--- src/sv/pnp_pkg.sv ---
// Shared types and constants for the pitch notation parser.
// Holds the item structs, the character class struct and the code points.
// No dependencies.
`default_nettype none

package pnp_pkg;

   // Default limits, handed to the top level as parameter defaults.
   localparam int ALTER_LIMIT_DEFAULT  = 255;
   localparam int OCTAVE_LIMIT_DEFAULT = 63;

   // Fixed numbers of the note formula.
   localparam int SEMIS_PER_OCTAVE = 12;
   localparam int NOTE_MAX         = 127;

   // Code points of the accepted characters.
   localparam logic [15:0] CODE_SHARP_SIGN = 16'h266F;
   localparam logic [15:0] CODE_FLAT_SIGN  = 16'h266D;
   localparam logic [15:0] CODE_HASH       = 16'h0023;
   localparam logic [15:0] CODE_MINUS      = 16'h002D;
   localparam logic [15:0] CODE_DIGIT_0    = 16'h0030;
   localparam logic [15:0] CODE_DIGIT_9    = 16'h0039;
   localparam logic [15:0] CODE_UP_A       = 16'h0041;
   localparam logic [15:0] CODE_UP_B       = 16'h0042;
   localparam logic [15:0] CODE_UP_C       = 16'h0043;
   localparam logic [15:0] CODE_UP_D       = 16'h0044;
   localparam logic [15:0] CODE_UP_E       = 16'h0045;
   localparam logic [15:0] CODE_UP_F       = 16'h0046;
   localparam logic [15:0] CODE_UP_G       = 16'h0047;
   localparam logic [15:0] CODE_LO_A       = 16'h0061;
   localparam logic [15:0] CODE_LO_B       = 16'h0062;
   localparam logic [15:0] CODE_LO_C       = 16'h0063;
   localparam logic [15:0] CODE_LO_D       = 16'h0064;
   localparam logic [15:0] CODE_LO_E       = 16'h0065;
   localparam logic [15:0] CODE_LO_F       = 16'h0066;
   localparam logic [15:0] CODE_LO_G       = 16'h0067;

   // One input item: a UTF-16 code unit and the end-of-string marker.
   typedef struct packed {
      logic [15:0] char_code;
      logic        last_char;
   } req_type;

   // One result item.
   typedef struct packed {
      logic [6:0] note_number;
      logic       note_valid;
   } rsp_type;

   // What one character can mean to the grammar.
   typedef struct packed {
      logic       is_letter;
      logic [3:0] chroma;
      logic       is_sharp;
      logic       is_flat;
      logic       is_minus;
      logic       is_digit;
      logic [3:0] digit;
   } char_class_type;

endpackage

`default_nettype wire

--- src/sv/pnp_char_decode.sv ---
// Character classifier of the pitch notation parser.
// Maps one UTF-16 code unit onto the grammar classes; uses pnp_pkg.
`default_nettype none

module pnp_char_decode (
   input  wire logic [15:0]             char_code,
   output pnp_pkg::char_class_type      char_class
);

   always_comb begin
      char_class           = '0;
      char_class.is_letter = 1'b1;
      unique case (char_code) inside
         pnp_pkg::CODE_UP_C, pnp_pkg::CODE_LO_C: char_class.chroma = 4'd0;
         pnp_pkg::CODE_UP_D, pnp_pkg::CODE_LO_D: char_class.chroma = 4'd2;
         pnp_pkg::CODE_UP_E, pnp_pkg::CODE_LO_E: char_class.chroma = 4'd4;
         pnp_pkg::CODE_UP_F, pnp_pkg::CODE_LO_F: char_class.chroma = 4'd5;
         pnp_pkg::CODE_UP_G, pnp_pkg::CODE_LO_G: char_class.chroma = 4'd7;
         pnp_pkg::CODE_UP_A, pnp_pkg::CODE_LO_A: char_class.chroma = 4'd9;
         pnp_pkg::CODE_UP_B, pnp_pkg::CODE_LO_B: char_class.chroma = 4'd11;
         default:                                char_class.is_letter = 1'b0;
      endcase

      // A lowercase b is both a letter and a flat; the phase picks which.
      char_class.is_sharp = (char_code == pnp_pkg::CODE_HASH) ||
                            (char_code == pnp_pkg::CODE_SHARP_SIGN);
      char_class.is_flat  = (char_code == pnp_pkg::CODE_LO_B) ||
                            (char_code == pnp_pkg::CODE_FLAT_SIGN);
      char_class.is_minus = (char_code == pnp_pkg::CODE_MINUS);
      char_class.is_digit = (char_code >= pnp_pkg::CODE_DIGIT_0) &&
                            (char_code <= pnp_pkg::CODE_DIGIT_9);
      char_class.digit    = char_code[3:0];
   end

endmodule

`default_nettype wire

--- src/sv/pnp_note_calc.sv ---
// Note formula of the pitch notation parser: (octave+1)*12 + chroma +
// alteration, with the range check. Uses pnp_pkg.
`default_nettype none

module pnp_note_calc #(
   parameter int ALTER_LIMIT  = pnp_pkg::ALTER_LIMIT_DEFAULT,
   parameter int OCTAVE_LIMIT = pnp_pkg::OCTAVE_LIMIT_DEFAULT
) (
   input  wire logic                                        phase_ok,
   input  wire logic                                        octave_negative,
   input  wire logic [$clog2(OCTAVE_LIMIT+1)-1:0]           octave_magnitude,
   input  wire logic [3:0]                                  letter_chroma,
   input  wire logic signed [$clog2(ALTER_LIMIT+1):0]       alteration,
   output pnp_pkg::rsp_type                                 rsp
);

   localparam int OCT_W   = $clog2(OCTAVE_LIMIT + 1);
   localparam int ALTER_W = $clog2(ALTER_LIMIT + 1) + 1;
   localparam int NOTE_W  = OCT_W + ALTER_W + 6;

   logic signed [NOTE_W-1:0] mag_ext;
   logic signed [NOTE_W-1:0] octave;
   logic signed [NOTE_W-1:0] octave_p1;
   logic signed [NOTE_W-1:0] note;
   logic                     in_range;

   always_comb begin
      mag_ext   = $signed({{(NOTE_W-OCT_W){1'b0}}, octave_magnitude});
      octave    = octave_negative ? -mag_ext : mag_ext;
      octave_p1 = octave + NOTE_W'(1);
      // Times twelve as eight plus four.
      note      = (octave_p1 <<< 3) + (octave_p1 <<< 2)
                + $signed({{(NOTE_W-4){1'b0}}, letter_chroma})
                + NOTE_W'(alteration);
      in_range  = !note[NOTE_W-1] && (note <= $signed(NOTE_W'(pnp_pkg::NOTE_MAX)));

      rsp.note_valid  = phase_ok && in_range;
      rsp.note_number = rsp.note_valid ? note[6:0] : 7'd0;
   end

endmodule

`default_nettype wire

--- src/sv/pitch_notation_parser.sv ---
// Top level of the pitch notation parser: scientific pitch strings to MIDI
// note numbers. Depends on pnp_pkg, pnp_char_decode and pnp_note_calc.
//
// Usage. A pitch string arrives on the req_ channel one UTF-16 code unit per
// item, with req_data.last_char set on its final character. Each string ends
// in exactly one item on the rsp_ channel: the note number and a valid flag.
// Characters that are not last produce nothing on the rsp_ side.
//
// Structure. An input register holds the accepted item. From it, the
// character decode and the next parse state are computed combinationally. On the
// last character the final state is captured into a snapshot register and
// the parser returns to the letter phase. The note formula and range check
// run on the snapshot and land in the result register that drives rsp_.
//
// Timing. One item per cycle is accepted in steady state. The result of a
// string passes through the snapshot register into the result register,
// which drives rsp_valid. When the receiver stalls, results wait in the
// snapshot and result registers; characters that are not last keep flowing,
// and a last character is held in the input register only when both are full.
// Reset. A synchronous reset empties all three stages and puts the parser in
// the letter phase with all accumulators at zero.
`default_nettype none

module pitch_notation_parser #(
   parameter int ALTER_LIMIT  = pnp_pkg::ALTER_LIMIT_DEFAULT,
   parameter int OCTAVE_LIMIT = pnp_pkg::OCTAVE_LIMIT_DEFAULT
) (
   input  wire logic             clock,
   input  wire logic             reset,

   input  wire logic             req_valid,
   output      logic             req_ready,
   input  wire pnp_pkg::req_type req_data,

   output      logic             rsp_valid,
   input  wire logic             rsp_ready,
   output      pnp_pkg::rsp_type rsp_data
);

   localparam int OCT_W   = $clog2(OCTAVE_LIMIT + 1);
   localparam int ALTER_W = $clog2(ALTER_LIMIT + 1) + 1;
   localparam int MUL_W   = OCT_W + 4;

   // Parse phases, one-hot.
   typedef enum logic [4:0] {
      PH_LETTER = 5'b00001,
      PH_ACCID  = 5'b00010,
      PH_MINUS  = 5'b00100,
      PH_DIGITS = 5'b01000,
      PH_ERROR  = 5'b10000
   } phase_type;

   // Input stage.
   logic             in_valid_ff, in_valid_in;
   pnp_pkg::req_type in_data_ff,  in_data_in;

   // Parse state.
   phase_type                 phase_ff,  phase_in;
   logic [3:0]                chroma_ff, chroma_in;
   logic signed [ALTER_W-1:0] alter_ff,  alter_in;
   logic [OCT_W-1:0]          mag_ff,    mag_in;
   logic                      neg_ff,    neg_in;
   logic                      ovf_ff,    ovf_in;

   // Snapshot of the final state of a string.
   logic                      fin_valid_ff,  fin_valid_in;
   logic                      fin_ok_ff,     fin_ok_in;
   logic                      fin_neg_ff,    fin_neg_in;
   logic [OCT_W-1:0]          fin_mag_ff,    fin_mag_in;
   logic [3:0]                fin_chroma_ff, fin_chroma_in;
   logic signed [ALTER_W-1:0] fin_alter_ff,  fin_alter_in;

   // Result stage.
   logic             rsp_valid_ff, rsp_valid_in;
   pnp_pkg::rsp_type rsp_data_ff,  rsp_data_in;

   // Handshake between the stages.
   logic rsp_free;
   logic fin_free;
   logic process;

   pnp_pkg::char_class_type char_class;
   pnp_pkg::rsp_type        calc_rsp;
   logic [MUL_W-1:0]        digit_acc;

   pnp_char_decode u_char_decode (
      .char_code  (in_data_ff.char_code),
      .char_class (char_class)
   );

   pnp_note_calc #(
      .ALTER_LIMIT  (ALTER_LIMIT),
      .OCTAVE_LIMIT (OCTAVE_LIMIT)
   ) u_note_calc (
      .phase_ok         (fin_ok_ff),
      .octave_negative  (fin_neg_ff),
      .octave_magnitude (fin_mag_ff),
      .letter_chroma    (fin_chroma_ff),
      .alteration       (fin_alter_ff),
      .rsp              (calc_rsp)
   );

   // A stage may load when it is empty or its item leaves in this cycle.
   // Only a last character needs room in the snapshot stage.
   assign rsp_free  = !rsp_valid_ff || rsp_ready;
   assign fin_free  = !fin_valid_ff || rsp_free;
   assign process   = in_valid_ff && (!in_data_ff.last_char || fin_free);
   assign req_ready = !in_valid_ff || process;

   assign rsp_valid = rsp_valid_ff;
   assign rsp_data  = rsp_data_ff;

   // Next octave magnitude after a digit, before saturation at the limit.
   assign digit_acc = ({4'd0, mag_ff} << 3) + ({4'd0, mag_ff} << 1)
                    + {{(MUL_W-4){1'b0}}, char_class.digit};

   always_comb begin
      in_valid_in = in_valid_ff;
      in_data_in  = in_data_ff;
      if (req_ready) begin
         in_valid_in = req_valid;
         in_data_in  = req_data;
      end
   end

   always_comb begin
      phase_in  = phase_ff;
      chroma_in = chroma_ff;
      alter_in  = alter_ff;
      mag_in    = mag_ff;
      neg_in    = neg_ff;
      ovf_in    = ovf_ff;

      unique case (phase_ff) inside
         PH_LETTER: begin
            if (char_class.is_letter) begin
               chroma_in = char_class.chroma;
               phase_in  = PH_ACCID;
            end else begin
               phase_in = PH_ERROR;
            end
         end
         PH_ACCID: begin
            if (char_class.is_sharp) begin
               if (alter_ff >= $signed(ALTER_W'(ALTER_LIMIT))) begin
                  ovf_in = 1'b1;
               end else begin
                  alter_in = alter_ff + ALTER_W'(1);
               end
            end else if (char_class.is_flat) begin
               if (alter_ff <= -$signed(ALTER_W'(ALTER_LIMIT))) begin
                  ovf_in = 1'b1;
               end else begin
                  alter_in = alter_ff - ALTER_W'(1);
               end
            end else if (char_class.is_minus) begin
               neg_in   = 1'b1;
               phase_in = PH_MINUS;
            end else if (char_class.is_digit) begin
               mag_in   = (digit_acc > MUL_W'(OCTAVE_LIMIT)) ?
                          OCT_W'(OCTAVE_LIMIT) : digit_acc[OCT_W-1:0];
               phase_in = PH_DIGITS;
            end else begin
               phase_in = PH_ERROR;
            end
         end
         PH_MINUS, PH_DIGITS: begin
            if (char_class.is_digit) begin
               mag_in   = (digit_acc > MUL_W'(OCTAVE_LIMIT)) ?
                          OCT_W'(OCTAVE_LIMIT) : digit_acc[OCT_W-1:0];
               phase_in = PH_DIGITS;
            end else begin
               phase_in = PH_ERROR;
            end
         end
         default: begin
            phase_in = PH_ERROR;
         end
      endcase

      // Snapshot of the state as it stands after the last character.
      fin_ok_in     = (phase_in == PH_DIGITS) && !ovf_in;
      fin_neg_in    = neg_in;
      fin_mag_in    = mag_in;
      fin_chroma_in = chroma_in;
      fin_alter_in  = alter_in;

      // The end of a string puts the parser back to its starting state.
      if (in_data_ff.last_char) begin
         phase_in  = PH_LETTER;
         chroma_in = '0;
         alter_in  = '0;
         mag_in    = '0;
         neg_in    = 1'b0;
         ovf_in    = 1'b0;
      end
   end

   always_comb begin
      fin_valid_in = fin_valid_ff;
      if (fin_free) begin
         fin_valid_in = process && in_data_ff.last_char;
      end
      rsp_valid_in = rsp_valid_ff;
      rsp_data_in  = rsp_data_ff;
      if (rsp_free) begin
         rsp_valid_in = fin_valid_ff;
         rsp_data_in  = calc_rsp;
      end
   end

   always_ff @(posedge clock) begin
      if (reset) begin
         in_valid_ff  <= 1'b0;
         fin_valid_ff <= 1'b0;
         rsp_valid_ff <= 1'b0;
         phase_ff     <= PH_LETTER;
         chroma_ff    <= '0;
         alter_ff     <= '0;
         mag_ff       <= '0;
         neg_ff       <= 1'b0;
         ovf_ff       <= 1'b0;
      end else begin
         in_valid_ff  <= in_valid_in;
         fin_valid_ff <= fin_valid_in;
         rsp_valid_ff <= rsp_valid_in;
         if (process) begin
            phase_ff  <= phase_in;
            chroma_ff <= chroma_in;
            alter_ff  <= alter_in;
            mag_ff    <= mag_in;
            neg_ff    <= neg_in;
            ovf_ff    <= ovf_in;
         end
      end
   end

   always_ff @(posedge clock) begin
      in_data_ff  <= in_data_in;
      rsp_data_ff <= rsp_data_in;
      if (fin_free) begin
         fin_ok_ff     <= fin_ok_in;
         fin_neg_ff    <= fin_neg_in;
         fin_mag_ff    <= fin_mag_in;
         fin_chroma_ff <= fin_chroma_in;
         fin_alter_ff  <= fin_alter_in;
      end
   end

   // The parser is back in the letter phase after every last character.
   a_restart_after_last: assert property (@(posedge clock) disable iff (reset)
      process && in_data_ff.last_char |=> phase_ff == PH_LETTER && alter_ff == '0)
      else $error("parser did not restart after the end of a string");

   // The alteration count never leaves its limits.
   a_alter_bounded: assert property (@(posedge clock) disable iff (reset)
      (alter_ff <= $signed(ALTER_W'(ALTER_LIMIT))) &&
      (alter_ff >= -$signed(ALTER_W'(ALTER_LIMIT))))
      else $error("alteration count out of range");

   // The octave magnitude never passes its saturation limit.
   a_octave_bounded: assert property (@(posedge clock) disable iff (reset)
      mag_ff <= OCT_W'(OCTAVE_LIMIT))
      else $error("octave magnitude above its limit");

   // An invalid result carries note number zero.
   a_invalid_zero: assert property (@(posedge clock) disable iff (reset)
      rsp_valid_ff && !rsp_data_ff.note_valid |-> rsp_data_ff.note_number == 7'd0)
      else $error("invalid result with a nonzero note number");

   // A character that is not last never fills the snapshot stage.
   a_snapshot_only_on_last: assert property (@(posedge clock) disable iff (reset)
      fin_free && process && !in_data_ff.last_char |=> !fin_valid_ff)
      else $error("snapshot loaded by a character that is not last");

endmodule

`default_nettype wire

--- config.mk ---
export PLATFORM = sky130hd
export DESIGN_NAME = pitch_notation_parser
export DESIGN_NICKNAME = d
export VERILOG_FILES = /design/src/sv/pnp_pkg.sv /design/src/sv/pnp_char_decode.sv /design/src/sv/pnp_note_calc.sv /design/src/sv/pitch_notation_parser.sv
export SDC_FILE = /design/constraint.sdc
export NUM_CORES = 1
export LEC_CHECK = 0
export BUFFER_PORTS_ARGS = -buffer_cell sky130_fd_sc_hd__buf_2
export CORE_ASPECT_RATIO = 1.5
export CORE_MARGIN = 2
export CORE_UTILIZATION = 40
export CTS_CLUSTER_SIZE = 40
export DETAILED_ROUTE_END_ITERATION = 10
export GPL_TIMING_DRIVEN = 0
export PLACE_DENSITY = 0.65
export SLEW_MARGIN = 20
export SYNTH_ARGS = -nofsm -noshare
export SYNTH_HDL_FRONTEND = slang
export SYNTH_SLANG_ARGS = --single-unit
--- constraint.sdc ---
create_clock -name clock -period 7.15 [get_ports clock]
set_input_delay 0 -clock clock [delete_from_list [all_inputs] [get_ports clock]]
set_output_delay 0 -clock clock [all_outputs]
set_load 0.01 [all_outputs]
==> results.tsv <==
metric	value	unit
Final min period	5930	ps
PnR worst setup slack	1220	ps
most area-consuming cells after synthesis	edfxtp_1, ha_1, dfxtp_1	
Vert. Die Dim	152	um
count leader, synth	inv_1	
Die X	103	um
hold buffer count at cts	19	
vias in the first global route	4698	
Worst path max stage delay	490	ps
core area	14400	sq um
Synth top cells by count	inv_1, ha_1, nor2_1	
Worst Setup SP	fin_mag_ff[2]	
syn_nets	714	
reg2reg setup slack	1220	ps
# setup viols final	0	
most used cell, CP	ha_1	
row cnt	54	
startpoint types	flop	
final antenna-violating net count	0	
CTS max path bufs	2	
Post-CTS Setup Repair Bufs	0	
global-route wire length before repair	21400	um
antenna violations before repair	0	
ratio of cells with drive above 1 in the final layout	9.29	%
Final HPWL DP	9910	um
GRT Max-Usage Layer	met2	
run status	complete, no violations	
IO buf count	29	
WL/cell	14.3	um
Worst IR Drop VDD	0.159	mV
Fin. Hold Viols	0	
Largest delay share family, worst path	simple AND/OR/NAND/NOR gates	
Finished Layout Cells	874	
worst r2r src	fin_mag_ff[2]	
ys async rst share	0	%
Crit. End Element	flop	
leading area contributor after synthesis	edfxtp_1	
Placed Area	6220	sq um
worst-case clock skew	8.04	ps
GR Util met1	18.4	%
CP Capture Point	rsp_data[5]	
Mean Syn Cell Area	9.50	sq um
number of flops mapped to enable cells by yosys	46	
Setup TNS	0	ps
Seq/Total Area, Yosys	33.6	%
cell count of the worst reg-to-reg path	21	
RSZ-0062 raised after global routing	false	
IO Count	31	
kind of critical path	flop to flop	
endpoint required time on the critical path	7350	ps
Arrival @ worst endpoint	6130	ps
drt via density	5.36	
met2 GRT Util	32.3	%
final net count	773	
Hold WC Path Type	input pin to flop	
FMAX	169	MHz
Area Growth Syn to Fin	14.8	%
critical path peak fanout	8	
P per Cell Area	141	nW/um^2
Inserted Diodes	0	
max_cap viols	0	
Syn Std Cell Area	5830	sq um
reg-to-reg endpoint	rsp_data[5]	
Clock Sink Count	75	
DIE AREA	15600	sq um
Num CTS Buffers	9	
DP Cell Count	839	
post-layout util	46.5	%
Gate Count Post-Synth	614	
max-slew violation count	0	
final instance area	6700	sq um
worst slew margin relative to its limit	44.1	%
Clock Latency Late Sink	340	ps
dpl ws	1150	ps
DRC violation count after routing	0	
Leakage	3.05	nW
Initial Utilization	40.5	%
drt pass-1 iters	5	
met3 Usage GRT	3.27	%
GRT Util Overall	17.0	%
grt total ovfl	0	
Resize count post-CTS	0	
H-tree Lvls	3	
Root Driver	clkbuf_16	
critical-path cell list	buf_6, or3_1, nor3_1, ha_1, nand2_1, o22ai_1, nand4bb_2, o21ai_0, fa_1, inv_1, ha_1, ha_1, clkbuf_1, a211o_1, a221oi_2, nor3_1, a311o_1, a211oi_1, nand4_1, nor4_4, nor3b_2	
1st-iter DRT viols	165	
flops & latches, synth	75	
Post-Route WL	12500	um
distinct cell type count after synthesis	71	
Slowest cell on crit path	fa_1	
Top FF cell, synth	edfxtp_1	
critical path depth	21	
largest net degree at the start of global routing	23	
number of synthesis warnings	0	
Clock Pin Slew Worst Setup and Hold Paths	60	ps
Placer Congestion	0.885	
ratio of final minimum period to clock period	83.0	%
worst slew pin tran	838	ps
CTS tree	built	
Crit path buffers/inverters	3	
via count	4682	
top-area cell type share of the netlist area	23.7	%
[flip-flops by register name, summed over array words and instances, names as in the netlist]
name,cells
fin_mag_ff,6
fin_alter_ff,9
rsp_valid,1
neg_ff,1
mag_ff,6
fin_chroma_ff,4
fin_ok_ff,1
fin_neg_ff,1
alter_ff,9
in_data_ff,17
phase_ff,5
rsp_data,8
chroma_ff,4
fin_valid_ff,1
ovf_ff,1
in_valid_ff,1
[routing by layer]
metal | vias up | share of wire [%]
met3 | 13 | 3.0
met4 | 0 | 1.2
met1 | 2233 | 40
li1 | 2348 | -
met2 | 88 | 56
met5 | - | 0
[cells by family (layout without fill, tap and decap cells)]
family | after synthesis | in the layout | share of synthesized area [%]
fa+ha+maj | 79 | 79 | 19.8
flops | 75 | 75 | 33.6
buf+inv | 78 | 142 | 5.17
simple gates | 197 | 197 | 17.9
xor+xnor | 28 | 28 | 4.59
compound gates | 153 | 153 | 18.2
mux | 4 | 4 | 0.708
[report_power, final]
part,total (mW),leakage (nW),internal [mW],switching [mW]
logic,0.0403,2.14,0.0193,0.0210
clock network,0.436,0.141,0.267,0.169
registers,0.468,0.771,0.463,0.00510
[placed cells by master (no fill, tap or decap), drive strengths merged, types with 9 or more instances in the layout]
cell type / Yosys / layout
a21o: 12 / 12
a21oi: 36 / 36
a22oi: 9 / 9
and2: 10 / 10
buf: 2 / 31
clkbuf: 17 / 27
dfxtp: 29 / 29
dlygate4sd3: 0 / 19
edfxtp: 46 / 46
fa: 22 / 22
ha: 57 / 57
inv: 59 / 59
nand2: 39 / 39
nand2b: 9 / 9
nand3: 14 / 14
nand4: 10 / 10
nor2: 50 / 50
nor2b: 12 / 12
nor3: 20 / 20
o21ai: 29 / 29
xnor2: 17 / 17
xor2: 10 / 10
[worst min path at each step]
stage | start | slack (ps) | cells past startpoint | end
final | reset | 60 | 2 | in_valid_ff
after detailed placement | req_data[6] | 180 | 1 | in_data_ff[6]
after floorplan | req_data[0] | 100 | 0 | in_data_ff[0]
after global routing | reset | 100 | 2 | in_valid_ff
after global placement | req_data[1] | 180 | 1 | in_data_ff[1]
after CTS | reset | 80 | 2 | in_valid_ff
[worst register-to-register path, cell delays in order (launching register included)]
cell and delay [ps]:
edfxtp_1 370, buf_6 150, or3_1 410, nor3_1 280
ha_1 220, nand2_1 80, o22ai_1 220, nand4bb_2 220
o21ai_0 430, fa_1 490, inv_1 70, ha_1 230
ha_1 290, clkbuf_1 190, a211o_1 320, a221oi_2 300
nor3_1 80, a311o_1 330, a211oi_1 210, nand4_1 180
nor4_4 490, nor3b_2 240
[metrics by stage]
stage / total power, mW / hold WS [ps]
after floorplan: 0.496 / 98.9
final: 0.944 / 63.9
after detailed placement: 0.509 / 178
after global routing: 0.973 / 98.0
after CTS: 0.950 / 80.0
after global placement: 0.508 / 177
[area by class of cell]
| class | instances | area [sq um] |
|---|---|---|
| flip-flops and latches | 75 | 1960 |
| multi-input cells | 461 | 3570 |
| clock inverters | 6 | 56.3 |
| clock buffers | 10 | 229 |
| inverters | 59 | 221 |
| plain buffers | 19 | 80.1 |
| well taps | 196 | 245 |
| repair buffers | 48 | 335 |
| fillers | 1377 | 7690 |
Power figures use the tool's default switching activity.
